**src/sv/spq_pkg.sv**
```systemverilog
// ----------------------------------------------------------------------------
// spq_pkg
// Shared types for the sorted priority queue: result status codes, controller
// states, and the command and status bundles that join controller and datapath.
// ----------------------------------------------------------------------------
package spq_pkg;

  typedef enum logic [1:0] {
    STAT_ENQUEUED  = 2'd0,
    STAT_DEQUEUED  = 2'd1,
    STAT_UNDERFLOW = 2'd2,
    STAT_OVERFLOW  = 2'd3
  } status_t;

  typedef enum logic [1:0] {
    S_IDLE,
    S_ENQ,
    S_DEQ
  } ctrl_state_t;

  // controller -> datapath
  typedef struct packed {
    logic    load;    // capture the input beat and set up pointers
    logic    shift;   // move one lower-priority entry up by one slot
    logic    insert;  // write the new entry, count up
    logic    pop;     // drop the head entry, count down
    logic    report;  // load the result register
    status_t code;    // status of the reported result
  } dp_cmd_t;

  // datapath -> controller
  typedef struct packed {
    logic empty;
    logic full;
    logic shift_go;   // entries remain to scan and the one under the scan pointer sits below the new one
    logic out_free;   // result register can take a new beat this cycle
  } dp_stat_t;

endpackage

```
**src/sv/sorted_priority_queue_core.sv**
```systemverilog
// ----------------------------------------------------------------------------
// sorted_priority_queue_core
// Bounded priority queue kept in sorted order in a circular RAM store.
// ----------------------------------------------------------------------------
// Usage:
//   Input channel (in_valid / in_stall): one beat carries func, priority_req
//   and task_value. func = 0 enqueues, func = 1 dequeues the head entry.
//   Output channel (out_valid / out_stall): exactly one result beat per input
//   beat, in order: status, out_value (head value on a dequeue, else zero)
//   and occupancy after the operation.
//   Higher priority numbers leave first; equal priorities leave in arrival
//   order. A full queue drops an enqueue (overflow), an empty queue answers a
//   dequeue with underflow; neither changes the stored entries.
//   Timing: an accepted beat is captured in the load cycle; on an enqueue the
//   insertion scan then moves up every stored entry of lower priority (none
//   for a dequeue or a drop), walking back from the tail through the single
//   RAM read port and moving one entry up per cycle, before the result
//   register loads. The input is free again the cycle after the result
//   loads; the next beat is taken even while the last result waits.
//   A stalled receiver holds the result register; the controller waits until
//   it drains before loading the next result.
//   Reset (rst, synchronous) empties the queue; in_stall is high during reset.
//   The store needs no clearing pass: only data from occupied slots is used.
// ----------------------------------------------------------------------------
module sorted_priority_queue_core #(
  parameter int DEPTH         = 16,
  parameter int PRIORITY_BITS = 4,
  parameter int VALUE_BITS    = 16
) (
  input  logic                       clk,
  input  logic                       rst,
  // input channel
  input  logic                       in_valid,
  output logic                       in_stall,
  input  logic                       func,
  input  logic [PRIORITY_BITS-1:0]   priority_req,
  input  logic [VALUE_BITS-1:0]      task_value,
  // output channel
  output logic                       out_valid,
  input  logic                       out_stall,
  output spq_pkg::status_t           status,
  output logic [VALUE_BITS-1:0]      out_value,
  output logic [$clog2(DEPTH+1)-1:0] occupancy
);

  import spq_pkg::*;

  dp_cmd_t  cmd;
  dp_stat_t stat;

  // Sequence each beat: load, scan/shift or pop, then report the result.
  spq_ctrl u_ctrl (
    .clk      (clk),
    .rst      (rst),
    .in_valid (in_valid),
    .func     (func),
    .in_stall (in_stall),
    .cmd      (cmd),
    .stat     (stat)
  );

  // Hold the entries, pointers, count and the result register.
  spq_dp #(
    .DEPTH         (DEPTH),
    .PRIORITY_BITS (PRIORITY_BITS),
    .VALUE_BITS    (VALUE_BITS)
  ) u_dp (
    .clk          (clk),
    .rst          (rst),
    .func         (func),
    .priority_req (priority_req),
    .task_value   (task_value),
    .cmd          (cmd),
    .stat         (stat),
    .out_stall    (out_stall),
    .out_valid    (out_valid),
    .status       (status),
    .out_value    (out_value),
    .occupancy    (occupancy)
  );

endmodule

```
**src/sv/spq_ram.sv**
```systemverilog
// ----------------------------------------------------------------------------
// spq_ram
// Generic single-write, single-read RAM with registered read data.
// ----------------------------------------------------------------------------
module spq_ram #(
  parameter int WIDTH = 20,
  parameter int DEPTH = 16
) (
  input  logic                     clk,
  input  logic                     we,
  input  logic [$clog2(DEPTH)-1:0] waddr,
  input  logic [WIDTH-1:0]         wdata,
  input  logic [$clog2(DEPTH)-1:0] raddr,
  output logic [WIDTH-1:0]         rdata
);

  logic [WIDTH-1:0] mem [DEPTH];

  always_ff @(posedge clk) begin
    if (we) begin
      mem[waddr] <= wdata;
    end
    rdata <= mem[raddr];
  end

endmodule

```
**src/sv/spq_ctrl.sv**
```systemverilog
// ----------------------------------------------------------------------------
// spq_ctrl
// Controller: takes one beat at a time, steps the insertion scan or the pop,
// and reports one result per beat into the datapath's result register.
// ----------------------------------------------------------------------------
module spq_ctrl (
  input  logic             clk,
  input  logic             rst,
  input  logic             in_valid,
  input  logic             func,
  output logic             in_stall,
  output spq_pkg::dp_cmd_t cmd,
  input  spq_pkg::dp_stat_t stat
);

  import spq_pkg::*;

  ctrl_state_t state;
  ctrl_state_t state_next;

  always_ff @(posedge clk) begin
    if (rst) begin
      state <= S_IDLE;
    end else begin
      state <= state_next;
    end
  end

  always_comb begin
    state_next = state;
    cmd        = '0;
    cmd.code   = STAT_ENQUEUED;
    in_stall   = rst || (state != S_IDLE);
    case (state)
      S_IDLE: begin
        if (in_valid && !rst) begin
          cmd.load   = 1'b1;
          state_next = func ? S_DEQ : S_ENQ;
        end
      end
      S_DEQ: begin
        if (stat.out_free) begin
          cmd.report = 1'b1;
          cmd.code   = stat.empty ? STAT_UNDERFLOW : STAT_DEQUEUED;
          cmd.pop    = !stat.empty;
          state_next = S_IDLE;
        end
      end
      S_ENQ: begin
        if (stat.full) begin
          if (stat.out_free) begin
            cmd.report = 1'b1;
            cmd.code   = STAT_OVERFLOW;
            state_next = S_IDLE;
          end
        end else if (stat.shift_go) begin
          cmd.shift = 1'b1;
        end else if (stat.out_free) begin
          cmd.insert = 1'b1;
          cmd.report = 1'b1;
          cmd.code   = STAT_ENQUEUED;
          state_next = S_IDLE;
        end
      end
      default: begin
        state_next = S_IDLE;
      end
    endcase
  end

endmodule

```
**src/sv/spq_dp.sv**
```systemverilog
// ----------------------------------------------------------------------------
// spq_dp
// Datapath: circular entry store in RAM, head/tail pointers, entry count,
// insertion scan pointers and the result register.
// ----------------------------------------------------------------------------
module spq_dp #(
  parameter int DEPTH         = 16,
  parameter int PRIORITY_BITS = 4,
  parameter int VALUE_BITS    = 16
) (
  input  logic                             clk,
  input  logic                             rst,
  input  logic                             func,
  input  logic [PRIORITY_BITS-1:0]         priority_req,
  input  logic [VALUE_BITS-1:0]            task_value,
  input  spq_pkg::dp_cmd_t                 cmd,
  output spq_pkg::dp_stat_t                stat,
  input  logic                             out_stall,
  output logic                             out_valid,
  output spq_pkg::status_t                 status,
  output logic [VALUE_BITS-1:0]            out_value,
  output logic [$clog2(DEPTH+1)-1:0]       occupancy
);

  import spq_pkg::*;

  localparam int AW   = $clog2(DEPTH);
  localparam int CW   = $clog2(DEPTH + 1);
  localparam int EW   = PRIORITY_BITS + VALUE_BITS;

  function automatic logic [AW-1:0] ptr_inc(input logic [AW-1:0] p);
    ptr_inc = (p == AW'(DEPTH - 1)) ? '0 : p + 1'b1;
  endfunction

  function automatic logic [AW-1:0] ptr_dec(input logic [AW-1:0] p);
    ptr_dec = (p == '0) ? AW'(DEPTH - 1) : p - 1'b1;
  endfunction

  // control state
  logic [AW-1:0] head;
  logic [AW-1:0] tail;
  logic [CW-1:0] count;
  logic [CW-1:0] count_next;

  // captured item and scan state
  logic [PRIORITY_BITS-1:0] item_prio;
  logic [VALUE_BITS-1:0]    item_val;
  logic [AW-1:0]            rd_ptr;
  logic [AW-1:0]            rd_ptr_next;
  logic [AW-1:0]            wr_ptr;
  logic [CW-1:0]            remain;

  // RAM
  logic          ram_we;
  logic [EW-1:0] ram_wdata;
  logic [EW-1:0] ram_rdata;
  logic [PRIORITY_BITS-1:0] ram_prio;
  logic [VALUE_BITS-1:0]    ram_val;

  assign ram_prio = ram_rdata[EW-1:VALUE_BITS];
  assign ram_val  = ram_rdata[VALUE_BITS-1:0];

  always_comb begin
    rd_ptr_next = rd_ptr;
    if (cmd.load) begin
      rd_ptr_next = func ? head : ptr_dec(tail);
    end else if (cmd.shift) begin
      rd_ptr_next = ptr_dec(rd_ptr);
    end
  end

  assign ram_we    = cmd.shift || cmd.insert;
  assign ram_wdata = cmd.shift ? ram_rdata : {item_prio, item_val};

  spq_ram #(
    .WIDTH (EW),
    .DEPTH (DEPTH)
  ) u_ram (
    .clk   (clk),
    .we    (ram_we),
    .waddr (wr_ptr),
    .wdata (ram_wdata),
    .raddr (rd_ptr_next),
    .rdata (ram_rdata)
  );

  always_comb begin
    count_next = count;
    if (cmd.insert) begin
      count_next = count + 1'b1;
    end else if (cmd.pop) begin
      count_next = count - 1'b1;
    end
  end

  assign stat.empty    = (count == '0);
  assign stat.full     = (count == CW'(DEPTH));
  assign stat.shift_go = (remain != '0) && (ram_prio < item_prio);
  assign stat.out_free = !out_valid || !out_stall;

  always_ff @(posedge clk) begin
    if (rst) begin
      head      <= '0;
      tail      <= '0;
      count     <= '0;
      out_valid <= 1'b0;
    end else begin
      count <= count_next;
      if (cmd.insert) begin
        tail <= ptr_inc(tail);
      end
      if (cmd.pop) begin
        head <= ptr_inc(head);
      end
      if (cmd.report) begin
        out_valid <= 1'b1;
      end else if (!out_stall) begin
        out_valid <= 1'b0;
      end
    end
  end

  always_ff @(posedge clk) begin
    rd_ptr <= rd_ptr_next;
    if (cmd.load) begin
      item_prio <= priority_req;
      item_val  <= task_value;
      wr_ptr    <= tail;
      remain    <= count;
    end else if (cmd.shift) begin
      wr_ptr <= rd_ptr;
      remain <= remain - 1'b1;
    end
    if (cmd.report) begin
      status    <= cmd.code;
      out_value <= (cmd.code == STAT_DEQUEUED) ? ram_val : '0;
      occupancy <= count_next;
    end
  end

endmodule

```
**config.mk**
```make
export PLATFORM = sky130hd
export DESIGN_NAME = sorted_priority_queue_core
export DESIGN_NICKNAME = d
export VERILOG_FILES = /design/src/sv/spq_pkg.sv /design/src/sv/sorted_priority_queue_core.sv /design/src/sv/spq_ram.sv /design/src/sv/spq_ctrl.sv /design/src/sv/spq_dp.sv
export SDC_FILE = /design/constraint.sdc
export NUM_CORES = 1
export LEC_CHECK = 0
export ABC_AREA = 1
export BUFFER_PORTS_ARGS = -buffer_cell sky130_fd_sc_hd__buf_4
export CORE_MARGIN = 5
export CORE_UTILIZATION = 45
export DETAILED_ROUTE_END_ITERATION = 12
export PLACE_DENSITY = 0.68
export SYNTH_ARGS = -nofsm -noshare
export SYNTH_HDL_FRONTEND = slang
export SYNTH_SLANG_ARGS = --single-unit
```
**constraint.sdc**
```tcl
create_clock -name clk -period 3.9 [get_ports clk]
set_input_delay 0.195 -clock clk [delete_from_list [all_inputs] [get_ports clk]]
set_output_delay 0.195 -clock clk [all_outputs]
set_load 0.02 [all_outputs]
```
## Word level (Yosys, flattened, before mapping)

Memories as Yosys holds them, arrays and structs flattened. A register that Yosys moved wholly into a read port is not among the register bits.
Cells that the tools add are included.

- Flip-flop bits (word level): 72
- Bits in writable memories: 320
- Output and inout bits: 25
- Logic and storage cells: 87
- Memories: 1

- Add/sub/neg operators: 7
- Order comparisons: 1
- Equal/unequal tests: 9
- Muxes and demuxes: 39
- Reduce and logical (&&, ||, !) cells: 17

Memories:

| memory | depth | bits a word | rd ports | clocked after memory_dff | wr ports | RTL line | RTL |
|---|---|---|---|---|---|---|---|
| u_dp.u_ram.mem | 16 | 20 | 1 | 1 | 1 | spq_ram.sv:17 | `logic [WIDTH-1:0] mem [DEPTH];` |

Operator list:

| cell | count |
|---|---|
| $mux W4 | 10 |
| $mux W20 | 1 |
| $mux W5 | 4 |
| $mux W2 | 8 |
| $mux W3 | 4 |
| $mux W1 | 10 |
| $sub A5 B1 Y5 const B | 2 |
| $add A4 B1 Y4 const B | 2 |
| $eq A4 B4 Y1 const B | 2 |
| $logic_not A4 Y1 | 2 |
| $sub A4 B1 Y4 const B | 2 |
| $pmux W2 S3 | 1 |
| $pmux W3 S2 | 1 |
| $add A5 B1 Y5 const B | 1 |
| $eq A5 B5 Y1 const B | 1 |
| $logic_not A5 Y1 | 1 |
| $reduce_bool A5 Y1 | 1 |
| $eq A2 B1 Y1 const B | 2 |
| $logic_not A1 Y1 | 4 |
| $lt A4 B4 Y1 | 1 |
| $ne A2 B1 Y1 const B | 2 |
| $reduce_bool A2 Y1 | 2 |
| $logic_or A1 B1 Y1 | 3 |
| $ne A3 B3 Y1 const B | 1 |
| 4 further kinds | 5 |

## Longest topological paths before layout

Gate-level depths: netlist of the first run.

- Depth in word-level cells: 9
- Mapped depth: 17
- Gate-level depth less buffers: 15

## Cells and area by module

From an unflattened synthesis of the first run, not the netlist that was laid out.

- Cell total of the unflattened synthesis: 1718
- Area, all modules: 17669.4 um2

By module, submodules not included:

| module | times used | cells each | area each (um2) | sequential area each (um2) |
|---|---|---|---|---|
| spq_ram | 1 | 1336 | 14192.4 | 10009.6 |
| spq_dp | 1 | 337 | 3168.0 | 1921.8 |
| spq_ctrl | 1 | 45 | 309.0 | 40.0 |

## Least setup slack after synthesis of the first run

OpenSTA, ideal clock, no wires.

- Path kind: reg-to-reg
- Start: reg u_dp.item_prio[3]
- End: mem u_dp.u_ram.mem[3][0], enable pin
- Library setup time: 422 ps
- Arrival: 2832 ps
- Path slack: 646 ps
- Cell stages (with the launch flop): 12
- Buffers on the path: 2
- Clock period less this slack: 3254 ps
- Cell sequence: edfxtp_1 -> inv_1 -> ha_1 -> nand2_1 -> nand2_1 -> a21oi_1 -> nand4_1 -> buf_4 -> inv_2 -> buf_2 -> nor2_1 -> nor3_1

- Cells in the longest elaborated chain, start to end: 8
- Elaborated cells between the ends (all ways): 9
- Classes of those cells: order compare (1); mux (6); reduce/logical (2)

Ends and longest elaborated chain:

| element | RTL line | RTL |
|---|---|---|
| start: declaration | spq_dp.sv:46 | `logic [PRIORITY_BITS-1:0] item_prio;` |
| start signal: assignment | spq_dp.sv:126 | `item_prio <= priority_req;` |
| $lt A4 B4 Y1 (*) | spq_dp.sv:98 | `assign stat.shift_go = (remain != '0) && (ram_prio < item_prio);` |
| $logic_and A1 B1 Y1 (*) | spq_dp.sv:98 |  |
| $mux W1 | spq_ctrl.sv:56 | `end else if (stat.shift_go) begin` |
| $mux W2 (*) | spq_ctrl.sv:50 | `if (stat.full) begin` |
| $mux W2 (*) | spq_ctrl.sv:34 | `case (state)` |
| $logic_or A1 B1 Y1 (*) | spq_dp.sv:72 | `assign ram_we = cmd.shift \|\| cmd.insert;` |
| $mux W1 (*) | spq_ram.sv:20 | `if (we) begin` |
| $mux W1 (implied by the code) (*) | spq_ram.sv:21 | `mem[waddr] <= wdata;` |
| end: declaration | spq_ram.sv:17 |  |

Every way passes the cells marked *; elsewhere a longest branch is shown, timed or not.

## Worst setup path in the final report of the first run

- Start: reg u_dp.remain[0]
- End: mem u_dp.u_ram.mem[10][10], enable pin

- Cells in the longest elaborated chain, start to end: 8
- Elaborated cells between the ends (all ways): 9
- Classes of those cells: mux (6); reduce/logical (3)

Ends and longest elaborated chain:

| element | RTL line | RTL |
|---|---|---|
| start: declaration | spq_dp.sv:51 | `logic [CW-1:0] remain;` |
| start signal: assignment | spq_dp.sv:129 | `remain <= count;` |
| start signal: assignment | spq_dp.sv:132 | `remain <= remain - 1'b1;` |
| $reduce_bool A5 Y1 (*) | spq_dp.sv:98 |  |
| $logic_and A1 B1 Y1 (*) | spq_dp.sv:98 |  |
| $mux W1 | spq_ctrl.sv:56 |  |
| $mux W2 (*) | spq_ctrl.sv:50 |  |
| $mux W2 (*) | spq_ctrl.sv:34 |  |
| $logic_or A1 B1 Y1 (*) | spq_dp.sv:72 |  |
| $mux W1 (*) | spq_ram.sv:20 |  |
| $mux W1 (implied by the code) (*) | spq_ram.sv:21 |  |

Marked as above.

==> summary.md, run 1 <==
| Metric | Value |
|---|---|
| Outcome | finished clean |
| Multi-input logic area | 4520 sq um |
| CP startpoint kind | flop |
| Power share of the sequential group | about 36% |
| Final Wtd Congestion | 0.849 |
| Final Max Tran Viols | 0 |
| H-Tree Depth | 2 |
| Switching share of power | 39.2% |
| CORE AREA | about 40000 sq um |
| Cell-internal power | between 0.01 and 0.015 W |
| #FFs+latches synth | 412 |
| Vias/cell | 5.27 |
| Share of flip-flops with an asynchronous set or reset | 0% |
| Nets | 1811 |
| Fmax | a little over 300 MHz |
| PwrDens | 810 nW/um^2 |
| Clock latency on the worst-skew pair | ~0.55 ns |
| Post-synth top area share | between 60 and 70% |
| Post-route ant nets | 0 |
| Die Width | around 210 microns |
| Die Y | 210 microns |
| Number of global-route vias before repair | 12000 |
| Crit path time final | around 3.3 ns |
| Final WS setup | 0.629 ns |
| YS warnings | 0 |
| WL final | 44.3 mm |
| Critical path fanouts, max | 15 |
| WL/cell | between 15 and 20 microns |
| DP Area | between 15000 and 20000 sq um |
| First-pass GRT wire length | slightly below 70 mm |
| Synth cell count leaders | edfxtp_1 (372), nand3_1 (369), inv_1 (307) |
| Largest net degree at the start of global routing | 161 |
| Share of post-route cells with drive strength above 1 | about 11% |
| Ant. Diodes | 0 |
| Layout area overhead | 15.3% |
| Clock power share | 24.1% |
| Boundary Pins | 50 |
| Hold Fails Final Rpt | 0 |
| TritonCTS Sinks | 412 |
| Slew margin rel. | 25.6% |
| RSZ-0062 raised after global routing | no |
| Iter 0 DRT Violations | 1155 |
| Top_reg_cell synth | edfxtp_1 |
| Input/output buffers | 49 |
| Leakage | 8.53 nW |
| Post-synthesis sequential area ratio | 66.5% |
| Root buffer cell | clkbuf_16 |
| CTS Buf Count | 42 |
| Net Count, Synth | 1734 |
| WHS Path Cells | 3 |
| Slew @ Worst Pin | 1.12 ns |
| Peak supply drop | 0.608 mV |
| Clk buf depth | 3 |
| Number of enable flip-flop cells after synthesis | around 370 |
| # setup viols final | 0 |
| Setup TNS | 0 ns |
| CTS tree | yes |
| Top post-synthesis cells by area | edfxtp_1 (62%), nand3_1 (10%), inv_1 (6.4%), nand2_1 (5.4%), dfxtp_1 (4.4%) |
| CP required | 4.10 ns |
| Synth Area per Inst | 10.6 sq um |
| Storage cell area | roughly 12000 sq um |
| Drt first pass iters | 5 |
| Starting Density | 45.4% |
| Net Sw Power | about 0.0066 W |
| Cell Area, Synth | 18000 sq um |
| Yosys top cell by area | edfxtp_1 |
| Final instance area | 20800 sq um |
| Crit end category | flop |
| Hold WC Path Type | primary input to flop |
| Post-Synthesis Cells | 1692 |
| Worst slack, placed | 0.676 ns |
| Reg2Reg Depth | 14 |
| Post-synthesis cell type count | 31 |
| Critical path type | flop to flop |
| Final worst-path cycle share | 83.9% |
| Arrival @ worst endpoint | 3.48 ns |
| Die area | 44100 sq um |
| FP Rows | 73 |
| Resize count post-CTS | 0 |
| Grt ovf | 0 |
| Initial antenna violation count | 0 |
| Layout Skew | 0.0208 ns |
| Overall Global Routing Usage | roughly a fifth |
| Detailed Place HPWL | between 20 and 30 mm |
| Count leader, synth | edfxtp_1 |
| Max-Cap Viols | 0 |
| DRC | 0 |
| CTS clk-pin slew, worst paths | 0.06 ns |
| Via count | 12300 |
| FILL cells | 3395 |
| Comb power frac | 40.1% |
==> metrics by stage <==
step | total power, W | util [%] | hold WS (ns) | cells
finish | 0.0168 | 52.4 | 0.0423 | 2328
global route | 0.0178 | 52.4 | 0.0385 | 2328
CTS | 0.0169 | 52.4 | 0.0134 | 2328
detailed placement | 0.0128 | 48.3 | 0.374 | 2229
global placement | 0.0127 | 48.3 | 0.373 | 2229
floorplan | 0.0106 | - | 0.294 | 1692
==> sequential cells by signal, summed over array words and instances (netlist names), 5 cells and up <==
| name | count |
|---|---|
| u_dp.item_val | 16 |
| u_dp.u_ram.mem | 320 |
| u_dp.out_value | 16 |
| u_dp.remain | 5 |
| u_dp.occupancy | 5 |
| u_dp.u_ram.rdata | 20 |
| u_dp.count | 5 |
==> path summary, 6_finish.rpt <==
kind	from	to	slack, ns
worst max-delay path	u_dp.remain[0]$_DFFE_PP_	u_dp.u_ram.mem[10][10]$_DFFE_PP_	0.63
worst min-delay path	out_stall	u_dp.out_valid$_SDFFE_PP0P_	0.04
worst max register to register	u_dp.remain[0]$_DFFE_PP_	u_dp.u_ram.mem[10][10]$_DFFE_PP_	0.63
worst min register to register	u_dp.head[2]$_SDFFE_PP0P_	u_dp.head[2]$_SDFFE_PP0P_	0.50
==> worst max-delay path, cell delays in order, from the launching register on <==
cell	delay [ns]
edfxtp_1	0.40
inv_1	0.12
ha_1	0.16
inv_1	0.04
nor2_1	0.11
nand2_1	0.07
nand2_1	0.06
a21oi_1	0.07
or2_1	0.34
inv_2	0.16
nor2_1	0.12
inv_1	0.16
nand3_1	0.21
nor2_2	0.50
buf_4	0.42
==> layer usage <==
| metal | global-route usage, % | vias to the layer above | part of all wire [%] |
|---|---|---|---|
| met3 | 3.26 | 105 | 7.5 |
| met5 | 0 | - | 0 |
| met4 | 6.84 | 0 | 3.3 |
| li1 | - | 5810 | - |
| met1 | 27.5 | 5886 | 42 |
| met2 | 31.5 | 465 | 47 |
==> layout by cell type, fill, tap and decap left out, drive strengths merged, types with 14 or more instances in the layout <==
master and count:
a21oi 14, buf 102, clkbuf 56, dfxtp 40, dlygate4sd3 21, edfxtp 372
ha 17, inv 314, nand2 262, nand3 372, nand3b 82, nor2 58
o21ai 43
==> power groups by stage <==
stage	clock network (W)	registers [W]	logic (W)
3_5_place_dp	0	0.00612	0.00667
6_report	0.00405	0.00603	0.00674
3_3_place_gp	0	0.00611	0.00658
4_1_cts	0.00411	0.00603	0.00673
5_1_grt	0.00431	0.00607	0.00742
2_1_floorplan	0	0.00617	0.00443
==> logic make-up after synthesis <==
| kind of cell | count (synthesis) | share of synthesized area (%) |
|---|---|---|
| buffers and inverters | 402 | 8.86 |
| AO/OA/AOI/OAI | 61 | 1.86 |
| XOR/XNOR | 13 | 0.632 |
| AND/OR/NAND/NOR | 787 | 21.0 |
| flip-flops | 412 | 66.5 |
| adder cells (fa/ha/maj) | 17 | 1.18 |
==> layout make-up <==
cell class              instances  share of cell area, %
flip-flops and latches        412                   57.7
multi-input cells             878                   21.8
inverters                     312                   5.64
clock buffers                  56                   5.51
repair buffers                123                   5.00
well taps                     525                   3.17
clock inverters                22                   1.24
==> what timing repair did <==
action | CTS | global route
hold buffers | 21 | 0
setup endpoints to repair | 0 | 0
hold endpoints to repair | 28 | 0
setup buffers | 0 | 0
Power figures use the tool's default switching activity.
==> run 2: changes to the inputs <==
--- a/config.mk
+++ b/config.mk
@@ -10,7 +10,7 @@
 export CORE_MARGIN = 5
 export CORE_UTILIZATION = 45
 export DETAILED_ROUTE_END_ITERATION = 12
-export PLACE_DENSITY = 0.68
+export PLACE_DENSITY = 0.7
 export SYNTH_ARGS = -nofsm -noshare
 export SYNTH_HDL_FRONTEND = slang
 export SYNTH_SLANG_ARGS = --single-unit
==> constraint.sdc (replaced) <==
create_clock -name clk -period 2.9 [get_ports clk]
set_input_delay 0.145 -clock clk [delete_from_list [all_inputs] [get_ports clk]]
set_output_delay 0.145 -clock clk [all_outputs]
set_load 0.02 [all_outputs]
==> run 2 against run 1 <==
Against the previous run:
- register-to-register slack worse by 0.43 ns
- design area is 2.7% higher
- clock skew down 0.0024 ns
- maximum frequency is 21% higher
- core utilization grew 1.4 points
- critical path depth is 1 higher
- combinational power increased by 46%
- clock power increased by 38%
- cell count grew 1.5%
- total power up 40%
- flip-flop and latch count is the same
- critical endpoint is now u_dp.u_ram.rdata[18]$_DFF_P_
- highest routed layer unchanged
==> summary.md, run 2 (synthesis gave the netlist of run 1 again) <==
| Metric | Value |
|---|---|
| Outcome | finished clean |
| Iter 0 DRT Violations | 1520 (+32%) |
| # setup viols final | 0 (unchanged) |
| Die Y | 210 microns (unchanged) |
| Max reg flops | 320 (unchanged) |
| Crit end category | flop |
| Final core utilization | 53.8% (+1.4 points) |
| Multi-input logic area | 4540 sq um (+0.58%) |
| Die area | 44100 sq um (unchanged) |
| Nets | 1847 (+2.0%) |
| Final Wtd Congestion | 0.826 (-2.7%) |
| Hold Crit Endpoint | u_ctrl.state[1]$_SDFFE_PP0P_ |
| Boundary Pins | 50 (unchanged) |
| WHS Path Cells | 5 (+2) |
| First-pass GRT wire length | 69.8 mm (+2.5%) |
| Die Width | 210 microns (unchanged) |
| Met1 usage | 27.6% (+0.065 points) |
| Final worst-path cycle share | 93.0% (+9.1 points) |
| Clk buf depth | 3 (unchanged) |
| Arrival @ worst endpoint | 3.18 ns (-0.30 ns) |
| Final WS setup | 0.203 ns (-0.425 ns) |
| Worst R2R Start | u_dp.item_prio[3]$_DFFE_PP_ |
| Post-route ant nets | 0 (unchanged) |
| Critical path fanouts, max | 80 (+65) |
| Drt first pass iters | 6 (+1) |
| Clock latency on the worst-skew pair | 0.54 ns (about the same) |
| Overall Global Routing Usage | 20.1% (+0.47 points) |
| Via count | 12700 (+3.4%) |
| Overall power | 0.0236 W (+40%) |
| Max-Cap Viols | 0 (unchanged) |
| Layout Skew | 0.0184 ns (-0.00243 ns) |
| Leakage | 8.80 nW (+3.2%) |
| Hold Fails Final Rpt | 0 (unchanged) |
| Slew margin rel. | 60.3% (+35 points) |
| FP Rows | 73 (unchanged) |
| Largest regs | u_dp.u_ram.mem: 320 flops, u_dp.u_ram.rdata: 20 flops |
| FILL cells | 3344 (-1.5%) |
| CTS tree | yes |
| Peak supply drop | 0.896 mV (+47%) |
| CP required | 3.38 ns (-0.72 ns) |
| WL/cell | 19.4 microns (+2.0%) |
| Vias/cell | 5.36 (+1.8%) |
| Starting Density | 45.4% (unchanged) |
| Most frequent cells in the layout | edfxtp_1 (372), nand3_1 (369), inv_1 (307) |
| DRC | 0 (unchanged) |
| Hold Startpoint | in_valid |
| Met3 Resource Use GR | 2.59% (-0.67 points) |
| CP startpoint kind | flop |
| Reg2Reg Depth | 15 (+1) |
| R2R Setup Slk | 0.20 ns (-0.43 ns) |
| Input/output buffers | 49 (unchanged) |
| Global-route met2 utilization | 33.4% (+1.9 points) |
| Worst slack, placed | 0.0918 ns (-0.584 ns) |
| Detailed Place HPWL | 26.4 mm (+3.7%) |
| Ant. Diodes | 0 (unchanged) |
| Root buffer cell | clkbuf_16 |
| Fmax | 371 MHz (+21%) |
| PwrDens | 1110 nW/um^2 (+36%) |
| Crit path time final | 2.70 ns (-0.575 ns) |
| H-Tree Depth | 2 (unchanged) |
| CTS clk-pin slew, worst paths | 0.07 ns (about the same) |
| Slew @ Worst Pin | 0.596 ns (-0.521 ns) |
| Final Max Tran Viols | 0 (unchanged) |
| Layout area overhead | 18.4% |
| Biggest register | u_dp.u_ram.mem |
| CORE AREA | 39600 sq um (unchanged) |
| Grt ovf | 0 (unchanged) |
| Gr busiest metal | met2 |
| Hold WC Path Type | primary input to flop |
| Reg2Reg Capture Point | u_dp.u_ram.rdata[18]$_DFF_P_ |
| Largest net degree at the start of global routing | 121 (-25%) |
| Number of global-route vias before repair | 12200 (+1.8%) |
| Share of post-route cells with drive strength above 1 | 12.7% (+1.6 points) |
| Storage cell area | 12000 sq um (unchanged) |
| WL final | 45.9 mm (+3.6%) |
| Commonest non-fill, non-tap cell in the layout | edfxtp_1 |
| TritonCTS Sinks | 412 (unchanged) |
| Initial antenna violation count | 0 (unchanged) |
| CTS Buf Count | 43 (+2.4%) |
| Critical path type | flop to flop |
==> run 2: layout make-up <==
type / count / share of cell area (%)
Inverter: 312 / 5.49
Tap cell: 525 / 3.08
Multi-Input combinational cell: 879 / 21.3
Clock inverter: 25 / 1.18
Clock buffer: 54 / 5.58
Sequential cell: 412 / 56.2
Timing Repair Buffer: 157 / 7.18
==> run 2: critical path, stage by stage, from the launching register on <==
cell and delay, ns:
edfxtp_1 0.36, inv_1 0.09, ha_1 0.24, nand2_1 0.07
nand2_1 0.08, a21oi_1 0.15, nand4_1 0.24, buf_4 0.23
nand2_1 0.05, nand3_1 0.08, nand2_2 0.16, buf_16 0.37
nand3_1 0.14, nand3_1 0.10, nand3_1 0.15, nand2_1 0.11
==> run 2: worst max-delay path by stage <==
stage / start / to / slack, ns / depth (start not counted)
after floorplan: u_dp.item_prio[3]$_DFFE_PP_ / u_dp.u_ram.mem[3][0]$_DFFE_PP_ / -0.35 / 11
after global placement: u_dp.item_prio[3]$_DFFE_PP_ / u_dp.u_ram.rdata[6]$_DFF_P_ / 0.18 / 15
after detailed placement: u_dp.item_prio[3]$_DFFE_PP_ / u_dp.u_ram.rdata[6]$_DFF_P_ / 0.09 / 15
after CTS: u_dp.item_prio[3]$_DFFE_PP_ / u_dp.u_ram.rdata[6]$_DFF_P_ / 0.07 / 15
after global routing: u_dp.item_prio[3]$_DFFE_PP_ / u_dp.u_ram.rdata[6]$_DFF_P_ / -0.03 / 15
final: u_dp.item_prio[3]$_DFFE_PP_ / u_dp.u_ram.rdata[18]$_DFF_P_ / 0.20 / 15
==> run 2: metrics by stage <==
stage | TNS [ns] | instance area (sq um) | hold WS, ns | instances
after floorplan | -14.17 | 18000 | 0.244 | 1692
after global placement | 0 | 19500 | 0.324 | 2253
after detailed placement | 0 | 19500 | 0.324 | 2253
after CTS | 0 | 21200 | 0.163 | 2355
after global routing | -0.0393 | 21300 | 0.216 | 2364
final | 0 | 21300 | 0.168 | 2364
==> run 2: power by group <==
part	switching, W	internal [W]
clock network	0.00223	0.00335
registers	0.000309	0.00785
logic	0.00664	0.00317
total	0.00918	0.0144
==> run 2: repair_timing <==
action	4_1_cts	5_1_grt
endpoints found under the setup margin	0	212
endpoints found under the hold margin	28	0
setup buffers	0	7
resized for setup	0	7
hold buffers	23	0
==> run 2: layer usage <==
layer | up-vias | share of wire (%)
li1 | 5883 | -
met1 | 6099 | 41
met2 | 574 | 48
met3 | 124 | 7.7
met4 | 0 | 3.4
met5 | - | 0
==> run 3: changes to the inputs <==
--- a/config.mk
+++ b/config.mk
@@ -11,6 +11,7 @@
 export CORE_UTILIZATION = 45
 export DETAILED_ROUTE_END_ITERATION = 12
 export PLACE_DENSITY = 0.7
+export REMOVE_ABC_BUFFERS = 1
 export SYNTH_ARGS = -nofsm -noshare
 export SYNTH_HDL_FRONTEND = slang
 export SYNTH_SLANG_ARGS = --single-unit
==> run 3 against run 2 <==
Against the previous run:
- worst hold slack improved by 0.022 ns
- worst setup slack worse by 0.069 ns
- non-clock buffer count fell by 1
- sequential share of layout area grew 0.16 points
- die area stayed put
- sequential power down 0.5%
- largest power group unchanged
==> summary.md, run 3 (synthesis gave the netlist of run 1 again) <==
| Metric | Value |
|---|---|
| DRC | 0 (unchanged) |
| Clock latency on the worst-skew pair | 0.54 ns (about the same) |
| Resize count post-CTS | 0 (unchanged) |
| Boundary Pins | 50 (unchanged) |
| # setup viols final | 0 (unchanged) |
| Worst hold slack | 0.191 ns (+0.0223 ns) |
| Share of post-route cells with drive strength above 1 | 12.3% (-0.46 points) |
| Layout area overhead | 18.0% |
| CP required | 3.32 ns (-0.06 ns) |
| PwrDens | 1090 nW/um^2 (-1.1%) |
| Initial antenna violation count | 0 (unchanged) |
| TritonCTS Sinks | 412 (unchanged) |
| Nets | 1845 (-0.11%) |
| Drt first pass iters | 5 (-1) |
| Number of global-route vias before repair | 12400 (+1.6%) |
| Hold WC Path Type | primary input to flop |
| Vias/cell | 5.31 (-0.99%) |
| Max-Cap Viols | 0 (unchanged) |
| Outcome | finished clean |
| Grt ovf | 0 (unchanged) |
| WL final | 44.4 mm (-3.3%) |
| Die area | 44100 sq um (unchanged) |
| Final Max Tran Viols | 0 (unchanged) |
| Fmax | 362 MHz (-2.5%) |
| Detailed Place HPWL | 26.0 mm (-1.5%) |
| Overall Global Routing Usage | 19.9% (-0.19 points) |
| RSZ-0062 raised after global routing | no |
| CP startpoint kind | flop |
| Crit end category | flop |
| Slew @ Worst Pin | 0.869 ns (+0.274 ns) |
| Most frequent cells in the layout | edfxtp_1 (372), nand3_1 (369), inv_1 (307) |
| Crit path time final | 2.77 ns (+0.0686 ns) |
| Layout Skew | 0.0178 ns (-0.000606 ns) |
| Overall power | 0.0232 W (-1.4%) |
| Critical path fanouts, max | 22 (-73%) |
| Post-route ant nets | 0 (unchanged) |
| Ant. Diodes | 0 (unchanged) |
| Final Wtd Congestion | 0.850 (+2.9%) |
| Die Y | 210 microns (unchanged) |
| Final instance area | 21300 sq um (-0.28%) |
| CTS clk-pin slew, worst paths | 0.06 ns (about the same) |
| WL/cell | 18.8 microns (-3.2%) |
| First-pass GRT wire length | 69.7 mm (about the same) |
| CTS tree | yes |
| Iter 0 DRT Violations | 1361 (-10%) |
| Final core utilization | 53.6% (-0.15 points) |
| Critical path type | flop to flop |
| Setup TNS | 0 ns (unchanged) |
| Root buffer cell | clkbuf_16 |
| Slew margin rel. | 41.4% (-19 points) |
| Largest net degree at the start of global routing | 89 (-26%) |
| Starting Density | 45.4% (unchanged) |
| Max reg flops | 320 (unchanged) |
| Leakage | 8.76 nW (-0.43%) |
| Die Width | 210 microns (unchanged) |
| Clk buf depth | 3 (unchanged) |
| Peak supply drop | 0.596 mV (-34%) |
| Biggest register | u_dp.u_ram.mem |
| H-Tree Depth | 2 (unchanged) |
| Final worst-path cycle share | 95.4% (+2.4 points) |
| Commonest non-fill, non-tap cell in the layout | edfxtp_1 |
| Via count | 12500 (-1.2%) |
| Hold Fails Final Rpt | 0 (unchanged) |
| CTS Buf Count | 43 (unchanged) |
| DP Area | 19600 sq um (+0.49%) |
| CORE AREA | 39600 sq um (unchanged) |
| Arrival @ worst endpoint | 3.19 ns (about the same) |
| Input/output buffers | 49 (unchanged) |
| FP Rows | 73 (unchanged) |
| FILL cells | 3309 (-1.0%) |
| Largest regs | u_dp.u_ram.mem: 320 flops, u_dp.u_ram.rdata: 20 flops |
-- run 3: report_power, final --
| group | internal (W) | total [W] | switching (W) |
|---|---|---|---|
| combinational | 0.00304 | 0.00954 | 0.00650 |
| sequential | 0.00785 | 0.00812 | 0.000274 |
| clock | 0.00337 | 0.00557 | 0.00220 |
-- run 3: layer usage --
layer,global-route usage (%),part of all wire [%]
met2,34.1,49
met4,5.38,2.2
met1,27.0,41
met3,2.87,7.4
met5,0,0
-- run 3: worst max-delay path: stages, from the launching register on --
cell and delay, ns:
edfxtp_1 0.36, inv_1 0.08, ha_1 0.24, nand2_1 0.08
nand2_1 0.07, a21oi_1 0.13, nand4_1 0.21, nand2_1 0.17
nand3_4 0.18, nand2_4 0.35, buf_4 0.32, nand2_1 0.10
nand3_1 0.08, nand3_1 0.09, nand3_1 0.11, nand2_1 0.08
-- run 3: worst paths after layout --
path                               start                     endpoint  slack [ns]  depth (start not counted)
max          u_dp.item_prio[3]$_DFFE_PP_  u_dp.u_ram.rdata[7]$_DFF_P_        0.13                         15
min                             in_valid     u_dp.wr_ptr[0]$_DFFE_PP_        0.19                          5
max reg2reg  u_dp.item_prio[3]$_DFFE_PP_  u_dp.u_ram.rdata[7]$_DFF_P_        0.13                         15
min reg2reg    u_dp.head[2]$_SDFFE_PP0P_    u_dp.head[2]$_SDFFE_PP0P_        0.51                          2
-- run 3: area by class of cell --
class                   count  area, sq um  area share, %
well taps                 525          657           3.09
clock inverters            19          214           1.01
repair buffers            156         1500           7.08
clock buffers              58         1210           5.72
multi-input cells         878         4520           21.3
flip-flops and latches    412        12000           56.3
inverters                 312         1170           5.51
-- run 3: repair_timing --
action                                 CTS  global route
hold buffers                            23             0
setup buffers                            0             0
endpoints found under the hold margin   31             0
-- run 3: metrics by stage --
stage          setup WS, ns  cells
3_5_place_dp          0.187   2260
6_report              0.135   2360
5_1_grt             0.00705   2360
3_3_place_gp          0.253   2260
4_1_cts               0.162   2360
2_1_floorplan         -3.37   1602
